**config.mk**
```make
export PLATFORM = sky130hd
export DESIGN_NAME = kuat_seq
export DESIGN_NICKNAME = d
export VERILOG_FILES = /design/src/hdl/kuat_pkg.sv /design/src/hdl/kuat_seq.sv
export SDC_FILE = /design/constraint.sdc
export NUM_CORES = 1
export LEC_CHECK = 0
export ABC_AREA = 1
export BUFFER_PORTS_ARGS = -buffer_cell sky130_fd_sc_hd__clkbuf_2
export CORE_MARGIN = 2
export CORE_UTILIZATION = 55
export DETAILED_ROUTE_END_ITERATION = 10
export PLACE_DENSITY = 0.77
export SLEW_MARGIN = 20
export SYNTH_ARGS = -nofsm -noshare
export SYNTH_HDL_FRONTEND = slang
export SYNTH_SLANG_ARGS = --single-unit
```
**constraint.sdc**
```tcl
create_clock -name clk -period 6.44 [get_ports clk]
set_clock_uncertainty 0.2 [all_clocks]
set_input_delay 1.288 -clock clk [delete_from_list [all_inputs] [get_ports clk]]
set_output_delay 1.288 -clock clk [all_outputs]
set_load 0.005 [all_outputs]
```
**src/hdl/kuat_pkg.sv**
```systemverilog
// kuat_pkg: shared types and constants for the keyed usage accumulator table
// no dependencies
package kuat_pkg;
	localparam int TableDepth = 64;
	localparam int IdxW = $clog2(TableDepth);
	localparam int CntW = $clog2(TableDepth + 1);
	localparam int NameW = 36;
	localparam int TimeInW = 24;
	localparam int CountW = 32;
	localparam int TotalW = 48;
	localparam int EntryW = NameW + CountW + CountW + TotalW;

	typedef enum logic [2:0] {
		ST_UPDATED  = 3'd0,
		ST_INSERTED = 3'd1,
		ST_FULL     = 3'd2,
		ST_READOUT  = 3'd3,
		ST_EMPTY    = 3'd4
	} status_t;

	typedef struct packed {
		logic [NameW-1:0]  name;
		logic [CountW-1:0] runs;
		logic [CountW-1:0] timed;
		logic [TotalW-1:0] total;
	} entry_t;

	// request from the sequencer to the table memory
	typedef struct packed {
		logic             rd_en;
		logic [IdxW-1:0]  rd_addr;
		logic             wr_en;
		logic [IdxW-1:0]  wr_addr;
		entry_t           wr_data;
	} mem_req_t;
endpackage

```
**src/hdl/kuat_seq.sv**
```systemverilog
// kuat_seq: search, update, exchange sort and readout sequencer
// depends on kuat_pkg; drives kuat_mem
module kuat_seq (
	input  logic                         clk,
	input  logic                         arst_n,
	input  logic                         in_valid,
	output logic                         in_ready,
	input  logic                         in_op,
	input  logic [kuat_pkg::NameW-1:0]   in_name,
	input  logic [kuat_pkg::TimeInW-1:0] in_time,
	output logic                         out_valid,
	input  logic                         out_ready,
	output kuat_pkg::status_t            out_status,
	output kuat_pkg::entry_t             out_entry,
	output logic                         out_last,
	output kuat_pkg::mem_req_t           req,
	input  kuat_pkg::entry_t             rd_data
);
	import kuat_pkg::*;

	typedef enum logic [9:0] {
		S_IDLE  = 10'b0000000001,
		S_SRCH  = 10'b0000000010,
		S_UPD   = 10'b0000000100,
		S_SRDI  = 10'b0000001000,
		S_SRDJ  = 10'b0000010000,
		S_SCMP  = 10'b0000100000,
		S_SWAP  = 10'b0001000000,
		S_OUTRD = 10'b0010000000,
		S_OUTW  = 10'b0100000000,
		S_EMPTY = 10'b1000000000
	} state_t;

	state_t            state_q;
	logic [CntW-1:0]   used_q;
	logic [CntW-1:0]   i_q;
	logic [CntW-1:0]   j_q;
	logic [NameW-1:0]  name_q;
	logic [TimeInW-1:0] time_q;
	entry_t            ei_q;
	entry_t            ej_q;
	logic              pend_q;
	logic              upd_found_q;

	logic              found;
	logic              at_end;
	logic              out_free;
	logic              emit;
	entry_t            base;
	entry_t            upd;
	logic [TotalW:0]   sum;

	assign in_ready = (state_q == S_IDLE);
	assign out_free = !out_valid || out_ready;
	assign found = pend_q && (rd_data.name == name_q);
	assign at_end = (j_q == used_q);

	// saturating update of the located or fresh entry
	always_comb begin
		base = upd_found_q ? rd_data : '{name: name_q, runs: '0, timed: '0, total: '0};
		upd = base;
		if (base.runs != '1) upd.runs = base.runs + 1'b1;
		if (time_q != '0 && base.timed != '1) upd.timed = base.timed + 1'b1;
		sum = {1'b0, base.total} + {{(TotalW + 1 - TimeInW){1'b0}}, time_q};
		upd.total = sum[TotalW] ? '1 : sum[TotalW-1:0];
	end

	// memory request
	always_comb begin
		req = '0;
		case (state_q)
			S_SRCH: begin
				req.rd_en = !found && !at_end;
				req.rd_addr = j_q[IdxW-1:0];
			end
			S_SRDI: begin
				req.rd_en = 1'b1;
				req.rd_addr = i_q[IdxW-1:0];
			end
			S_SRDJ: begin
				req.rd_en = 1'b1;
				req.rd_addr = j_q[IdxW-1:0];
			end
			S_SCMP: begin
				req.rd_en = 1'b0;
			end
			S_SWAP: begin
				req.wr_en = 1'b1;
				req.wr_addr = j_q[IdxW-1:0];
				req.wr_data = ei_q;
			end
			S_UPD: begin
				req.wr_en = 1'b1;
				req.wr_addr = i_q[IdxW-1:0];
				req.wr_data = upd;
			end
			S_OUTRD: begin
				req.rd_en = 1'b1;
				req.rd_addr = i_q[IdxW-1:0];
			end
			default: req = '0;
		endcase
		// exchange: write i with j's value in the compare cycle
		if (state_q == S_SCMP && rd_data.total > ei_q.total) begin
			req.wr_en = 1'b1;
			req.wr_addr = i_q[IdxW-1:0];
			req.wr_data = rd_data;
		end
	end

	// result beat loaded into the output register this cycle
	always_comb begin
		case (state_q)
			S_EMPTY, S_UPD: emit = out_free;
			S_SRCH: emit = out_free && !found && at_end && (used_q == CntW'(TableDepth));
			S_OUTW: emit = 1'b1;
			default: emit = 1'b0;
		endcase
	end

	// output valid flag
	always_ff @(posedge clk or negedge arst_n) begin
		if (!arst_n) begin
			out_valid <= 1'b0;
		end else if (emit) begin
			out_valid <= 1'b1;
		end else if (out_ready) begin
			out_valid <= 1'b0;
		end
	end

	// sequencer
	always_ff @(posedge clk or negedge arst_n) begin
		if (!arst_n) begin
			state_q <= S_IDLE;
			used_q <= '0;
			pend_q <= 1'b0;
			i_q <= '0;
			j_q <= '0;
			name_q <= '0;
			time_q <= '0;
			ei_q <= '0;
			ej_q <= '0;
			out_status <= ST_UPDATED;
			out_entry <= '0;
			out_last <= 1'b0;
		end else begin
			case (state_q)
				S_IDLE: begin
					if (in_valid && in_ready) begin
						name_q <= in_name;
						time_q <= in_time;
						j_q <= '0;
						i_q <= '0;
						pend_q <= 1'b0;
						if (!in_op) begin
							state_q <= S_SRCH;
						end else if (used_q == '0) begin
							state_q <= S_EMPTY;
						end else begin
							state_q <= S_SRDI;
						end
					end
				end
				S_EMPTY: begin
					if (out_free) begin
						state_q <= S_IDLE;
						out_status <= ST_EMPTY;
						out_entry <= '0;
						out_last <= 1'b1;
					end
				end
				S_SRCH: begin
					// j_q is the next address to read; i_q is the one in flight
					if (found) begin
						state_q <= S_UPD;
						pend_q <= 1'b0;
					end else if (at_end) begin
						pend_q <= 1'b0;
						if (used_q == CntW'(TableDepth)) begin
							if (out_free) begin
								state_q <= S_IDLE;
								out_status <= ST_FULL;
								out_entry <= '{name: name_q, runs: '0, timed: '0, total: '0};
								out_last <= 1'b1;
							end
						end else begin
							i_q <= used_q;
							state_q <= S_UPD;
						end
					end else begin
						pend_q <= 1'b1;
						i_q <= j_q;
						j_q <= j_q + 1'b1;
					end
				end
				S_UPD: begin
					if (out_free) begin
						state_q <= S_IDLE;
						out_status <= upd_found_q ? ST_UPDATED : ST_INSERTED;
						out_entry <= upd;
						out_last <= 1'b1;
						if (!upd_found_q) used_q <= used_q + 1'b1;
					end
				end
				S_SRDI: begin
					if (i_q + 1'b1 >= used_q) begin
						i_q <= '0;
						state_q <= S_OUTRD;
					end else begin
						j_q <= i_q + 1'b1;
						state_q <= S_SRDJ;
					end
				end
				S_SRDJ: begin
					if (j_q == i_q + 1'b1) ei_q <= rd_data;
					state_q <= S_SCMP;
				end
				S_SCMP: begin
					if (rd_data.total > ei_q.total) begin
						ej_q <= rd_data;
						state_q <= S_SWAP;
					end else if (j_q + 1'b1 == used_q) begin
						i_q <= i_q + 1'b1;
						state_q <= S_SRDI;
					end else begin
						j_q <= j_q + 1'b1;
						state_q <= S_SRDJ;
					end
				end
				S_SWAP: begin
					ei_q <= ej_q;
					if (j_q + 1'b1 == used_q) begin
						i_q <= i_q + 1'b1;
						state_q <= S_SRDI;
					end else begin
						j_q <= j_q + 1'b1;
						state_q <= S_SRDJ;
					end
				end
				S_OUTRD: begin
					if (out_free) state_q <= S_OUTW;
				end
				S_OUTW: begin
					out_status <= ST_READOUT;
					out_entry <= rd_data;
					out_last <= (i_q + 1'b1 == used_q);
					if (i_q + 1'b1 == used_q) begin
						state_q <= S_IDLE;
					end else begin
						i_q <= i_q + 1'b1;
						state_q <= S_OUTRD;
					end
				end
				default: state_q <= S_IDLE;
			endcase
		end
	end

	// hit flag held from search into the update cycle
	always_ff @(posedge clk or negedge arst_n) begin
		if (!arst_n) upd_found_q <= 1'b0;
		else if (state_q == S_SRCH) upd_found_q <= found;
	end

	// the update must see the found entry's data held in rd_data
	assert property (@(posedge clk) disable iff (!arst_n)
		state_q == S_SRCH && found |=> state_q == S_UPD)
		else $error("hit did not move to update");
	assert property (@(posedge clk) disable iff (!arst_n)
		used_q <= CntW'(TableDepth))
		else $error("fill count beyond depth");
	assert property (@(posedge clk) disable iff (!arst_n)
		out_valid && !out_ready |=> out_valid)
		else $error("result lost");
	assert property (@(posedge clk) disable iff (!arst_n)
		in_valid && in_ready |=> state_q != S_IDLE || out_valid)
		else $error("item left no trace");
endmodule

```
After elaboration in Yosys (flattened, before gate mapping)
Index checks and enable logic that the tools add are counted.
{ "totals": {"inputBits": 213, "wordCells": 166, "reg_bits": 542, "output_inout_bits": 316} }
{ "op_classes": {"mux": 65, "n_lt_le_gt_ge": 2, "n_bitwise": 1, "n_addsub": 6, "n_reduce_logical": 35, "eq_ne": 34} }
{ "ops": {"columns": ["cell", "n"], "rows": [
  ["148-bit two-way mux", 8],
  ["148-bit one-hot mux with 4 select lines", 1],
  ["155-bit one-hot mux with 2 select lines", 1],
  ["148-bit one-hot mux with 2 select lines", 1],
  ["155-bit two-way mux", 1],
  ["7-bit two-way mux", 14],
  ["10-bit one-hot mux with 9 select lines", 1],
  ["10-bit two-way mux", 8],
  ["32-bit by 1-bit adder with 32-bit output, second input constant", 2],
  ["32-bit two-way mux", 2],
  ["32-bit inequality test, second input constant", 2],
  ["48-bit by 24-bit adder with 49-bit output", 1],
  ["48-bit greater-than comparator", 1],
  ["48-bit two-way mux", 1],
  ["7-bit one-hot mux with 6 select lines", 1],
  ["36-bit equality test", 1],
  ["7-bit one-hot mux with 5 select lines", 1],
  ["7-bit equality test", 4],
  ["2-bit inequality test, second input constant", 13],
  ["24-bit nonzero test", 1],
  ["7-bit by 1-bit adder with 7-bit output, second input constant", 3],
  ["3-bit two-way mux", 6],
  ["8-bit two-way mux", 2],
  ["7-bit AND reduction", 2],
  ["36 further kinds", 65]
]} }

Logic depth before layout (Yosys ltp)
{ "logic_depth": {"word_depth": 8, "depth_mapped": 28, "ltp_nobuf": 20} }

Least setup slack after synthesis
OpenSTA, ideal clock, no wires.
{ "synth_path": {"path_type": "reg-to-output", "startpoint": "register upd_found_q", "endpoint": "output req[1] (netlist bit)", "arrival_time_ps": 3339, "required_ps": 4952, "setup_slack_ps": 1613, "path_stages_with_launch": 24, "n_path_buf": 9, "path_cell_list": "dfrtp_1 -> buf_4 -> buf_8 -> buf_6 -> buf_6 -> buf_2 -> buf_2 -> buf_2 -> buf_1 -> nand2_1 -> inv_1 -> ha_1 -> nand2_1 -> nand2_1 -> o21bai_1 -> inv_1 -> nand2_1 -> nand2_1 -> nand3_1 -> nand3_4 -> buf_2 -> nand2_1 -> a22oi_1 -> o21ai_0"} }
{ "synth_rtl": {"columns": ["item", "line", "rtl"], "rows": [
  ["start, declared", "kuat_seq.sv:43", "logic upd_found_q;"],
  ["start signal, assigned", "kuat_seq.sv:263", "else if (state_q == S_SRCH) upd_found_q <= found;"],
  ["end, declared", "kuat_seq.sv:16", "output kuat_pkg::mem_req_t req,"]
]} }

==> metrics.txt <==
# TYPE chip_impl_metric gauge
chip_impl_info{name="worst_case_hold_path_end_point",value="out_entry[45]"} 1
chip_impl_metric{name="groute.usage.overall",unit=""} 0.395
chip_impl_info{name="cp-end-kind",value="output pin"} 1
chip_impl_metric{name="yosys_register_bits",unit=""} 542
chip_impl_metric{name="final_nets",unit=""} 5884
chip_impl_metric{name="final_hold_viol_count",unit=""} 0
chip_impl_metric{name="worst_ep_required_time",unit="ns"} 4.95
chip_impl_info{name="synth_commonest_cells",value="nand2_1, dfrtp_1, o21ai_0, inv_1, nand3_1"} 1
chip_impl_metric{name="max_freq",unit="MHz"} 170
chip_impl_metric{name="routed-via-count",unit=""} 37885
chip_impl_metric{name="drt_wl_total",unit="mm"} 135
chip_impl_metric{name="final.period_utilization",unit=""} 0.911
chip_impl_metric{name="cts_htree_levels",unit=""} 2
chip_impl_metric{name="yosysSeqAreaShare",unit=""} 0.382
chip_impl_metric{name="globalRoute.totalOverflow",unit=""} 0
chip_impl_metric{name="power.ir.vdd_worst",unit="mV"} 0.300
chip_impl_metric{name="total_leakage_power",unit="nW"} 21.0
chip_impl_metric{name="design.die.area",unit="um^2"} 66700
chip_impl_metric{name="num_io_pins",unit=""} 529
chip_impl_metric{name="port_buffer_count",unit=""} 528
chip_impl_metric{name="cts_resized",unit=""} 0
chip_impl_metric{name="antenna_left",unit=""} 0
chip_impl_metric{name="synth_enable_flop_cells",unit=""} 0
chip_impl_info{name="timing.rr.end",value="out_entry[26]"} 1
chip_impl_info{name="unrepaired_setup_endpoints_after_global_routing",value="false"} 1
chip_impl_metric{name="synth_fp_nets",unit=""} 5507
chip_impl_info{name="cts_tree",value="built"} 1
chip_impl_metric{name="post_synthesis_cell_type_count",unit=""} 58
chip_impl_metric{name="first_iter_violations",unit=""} 4350
chip_impl_metric{name="timing.critical_path.arrival",unit="ns"} 4.38
chip_impl_metric{name="die-width",unit="um"} 258
chip_impl_metric{name="clk_pin_slew",unit="ns"} 0.06
chip_impl_metric{name="max_slew.worst_pin.slew",unit="ns"} 1.08
chip_impl_metric{name="drive_above_1_share",unit=""} 0.141
chip_impl_metric{name="grt_max_degree",unit=""} 148
chip_impl_info{name="synthMostInstantiatedCell",value="nand2_1"} 1
chip_impl_metric{name="setup_violations_final",unit=""} 0
chip_impl_metric{name="yosys.area.top_type_share",unit=""} 0.381
chip_impl_info{name="outcome",value="finished clean"} 1
chip_impl_info{name="synth_largest_area_cell",value="dfrtp_1"} 1
chip_impl_metric{name="area.growth.synth_to_final",unit="%"} 14.2
chip_impl_metric{name="period_minus_slack",unit="ns"} 5.87
chip_impl_metric{name="number_of_antenna_violations_at_the_first_check_in_global_routing",unit=""} 18
chip_impl_metric{name="first_global_vias",unit=""} 35393
chip_impl_metric{name="grt_pass1_wl",unit="mm"} 206
chip_impl_info{name="cts_root_buffer",value="clkbuf_16"} 1
chip_impl_info{name="synthFlopType",value="dfrtp_1"} 1
chip_impl_info{name="type_of_origin_of_the_critical_path",value="register"} 1
chip_impl_metric{name="syn-instance-count",unit=""} 5208
chip_impl_metric{name="rrSetupSlack",unit="ns"} 1.73
chip_impl_metric{name="detail_route.first_pass.iterations",unit=""} 6
chip_impl_metric{name="insertion_delay_of_the_later_clocked_pin_in_the_worst_skew_pair",unit="ns"} 0.66
chip_impl_info{name="path_type_of_the_worst_setup_path",value="reg2out"} 1
chip_impl_metric{name="timing.max_cap.violations",unit=""} 0
chip_impl_metric{name="cts_made_buffers",unit=""} 58
chip_impl_metric{name="normalized_max_slew_margin",unit=""} 0.280
chip_impl_metric{name="postCtsSetupBuffers",unit=""} 0
chip_impl_metric{name="detail_route.wl_per_cell",unit="um"} 20.7
chip_impl_metric{name="power_density",unit="nW/um^2"} 312
chip_impl_metric{name="post-route-worst-setup-slack",unit="ns"} 0.572
chip_impl_metric{name="drcViolationCount",unit=""} 0
chip_impl_metric{name="cts_sinks",unit=""} 542
chip_impl_metric{name="clock_tree.buffer_depth",unit=""} 3
chip_impl_metric{name="core",unit="um^2"} 64200
chip_impl_metric{name="timing.hold.worst_path_depth",unit=""} 2
chip_impl_metric{name="synth_area",unit="um^2"} 35600
chip_impl_metric{name="worst-path-max-fanout",unit=""} 50
chip_impl_metric{name="place.gp.congestion",unit=""} 1.01
chip_impl_info{name="worst_setup_path_startpoint",value="upd_found_q"} 1
chip_impl_metric{name="fin_worst_hold_slack",unit="ns"} 0.278
chip_impl_metric{name="initial_core_util",unit=""} 0.553
chip_impl_metric{name="row_count",unit=""} 93
chip_impl_metric{name="die_height",unit="um"} 258
chip_impl_metric{name="async_reset_ff_frac",unit=""} 1.00
chip_impl_metric{name="pre_cts_slack",unit="ns"} 0.760
chip_impl_metric{name="postSynthAreaPerCell",unit="um^2"} 6.83
chip_impl_info{name="rr_startpoint",value="state_q[5]"} 1
chip_impl_info{name="synth.top_cells.by_area",value="dfrtp_1, nand2_1, o21ai_0, inv_1, nand3_1"} 1
chip_impl_metric{name="viasPerCell",unit=""} 5.82
chip_impl_metric{name="drv_slew",unit=""} 0
chip_impl_metric{name="post_cts_hold_buffer_count",unit=""} 0
chip_impl_metric{name="synth.yosys.warnings",unit=""} 0
chip_impl_metric{name="timing.setup.tns",unit="ns"} 0
chip_impl_info{name="min-delay-start",value="out_entry[45]"} 1
chip_impl_metric{name="reg2reg_depth",unit=""} 11
chip_impl_info{name="hold_class",value="reg2reg"} 1
chip_impl_metric{name="dp_hpwl",unit="mm"} 97.9
-- layout make-up --
type,instances,area [um^2]
Antenna cell,18,45.0
Clock buffer,81,1660
Clock inverter,25,283
Fill cell,6147,23700
Inverter,513,1930
Multi-Input combinational cell,3901,18900
Sequential cell,542,13600
Tap cell,855,1070
Timing Repair Buffer,569,3100
-- worst max-delay path: stages (launching register included) --
cell and delay [ns]:
dfrtp_4 0.88, buf_4 0.39, nand2_1 0.18, nor2_1 0.34, inv_1 0.10, nor2_1 0.14, nand2_1 0.10, nor2_2 0.17
nand2_2 0.12, nand2_4 0.07, buf_4 0.32, nor2_1 0.11, inv_1 0.08, a21oi_1 0.05, o21ai_0 0.15, o211ai_1 0.27
clkbuf_2 0.19
-- layout by cell type, fill, tap and decap left out, drive strengths merged, types with 2 or more instances in the layout --
| cell type | synthesis | layout |
|---|---|---|
| nand2 | 1978 | 1978 |
| clkbuf | 109 | 608 |
| o21ai | 563 | 563 |
| dfrtp | 541 | 541 |
| inv | 511 | 514 |
| nor2 | 321 | 321 |
| nand3 | 319 | 319 |
| o211ai | 142 | 142 |
| a21oi | 132 | 132 |
| ha | 85 | 85 |
| nand4 | 71 | 71 |
| mux2 | 60 | 60 |
| xor2 | 44 | 44 |
| nor3 | 43 | 43 |
| buf | 143 | 42 |
| xnor2 | 33 | 33 |
| a22oi | 25 | 25 |
| diode | 0 | 18 |
| clkinv | 2 | 18 |
| o22ai | 11 | 11 |
| o31ai | 11 | 11 |
| nand3b | 10 | 10 |
| and2 | 7 | 7 |
| nor4 | 7 | 7 |
| o221ai | 6 | 6 |
| or2 | 6 | 6 |
| o21bai | 5 | 5 |
| o21a | 5 | 5 |
| bufinv | 0 | 5 |
| and3 | 4 | 4 |
| a221oi | 3 | 3 |
| a32oi | 3 | 3 |
| nor3b | 2 | 2 |
| a31oi | 2 | 2 |
-- per-layer routing --
layer / global-route usage / up-vias / part of all wire
li1: - / 17631 / -
met1: 0.545 / 17691 / 0.41
met2: 0.600 / 2151 / 0.44
met3: 0.0739 / 410 / 0.10
met4: 0.197 / 2 / 0.054
met5: 0 / - / 0.000082
-- power breakdown --
| part | total [mW] | internal (mW) | leakage, nW | switching (mW) |
|---|---|---|---|---|
| Sequential | 4.64 | 4.04 | 6.47 | 0.606 |
| Combinational | 4.53 | 1.59 | 13.5 | 2.94 |
| Clock | 3.48 | 1.99 | 0.964 | 1.49 |
-- per-stage QoR --
stage	total power [mW]	util	instances	cell area, um^2
3_5_place_dp	9.10	0.601	6380	38600
2_1_floorplan	7.49	-	5208	35600
5_1_grt	13.4	0.632	6501	40600
3_3_place_gp	9.06	0.601	6380	38600
4_1_cts	12.6	0.631	6486	40500
6_report	12.7	0.632	6504	40600
-- cell families after synthesis --
family          count (synthesis)  share of synthesized area
mux                            60                     0.0190
flops                         542                      0.382
xor+xnor                       77                     0.0190
fa+ha+maj                      86                     0.0305
buf+inv                       765                     0.0879
simple gates                 2768                      0.318
compound gates                910                      0.144
-- worst max-delay path by stage --
stage,to,slack [ns],cells after the start
CTS,req[53],0.67,16
finish,req[53],0.57,16
global placement,req[46],0.80,13
global route,req[53],0.32,16
detailed placement,req[46],0.76,13
floorplan,req[1],1.61,23
-- state kept, by name, indices dropped and copies added, names as in the netlist --
signal       count
ei_q           148
ej_q           148
i_q              7
j_q              7
name_q          36
out_entry      148
out_last         1
out_status       3
out_valid        1
pend_q           1
state_q         10
time_q          24
upd_found_q      1
used_q           7
Power figures use the tool's default switching activity.
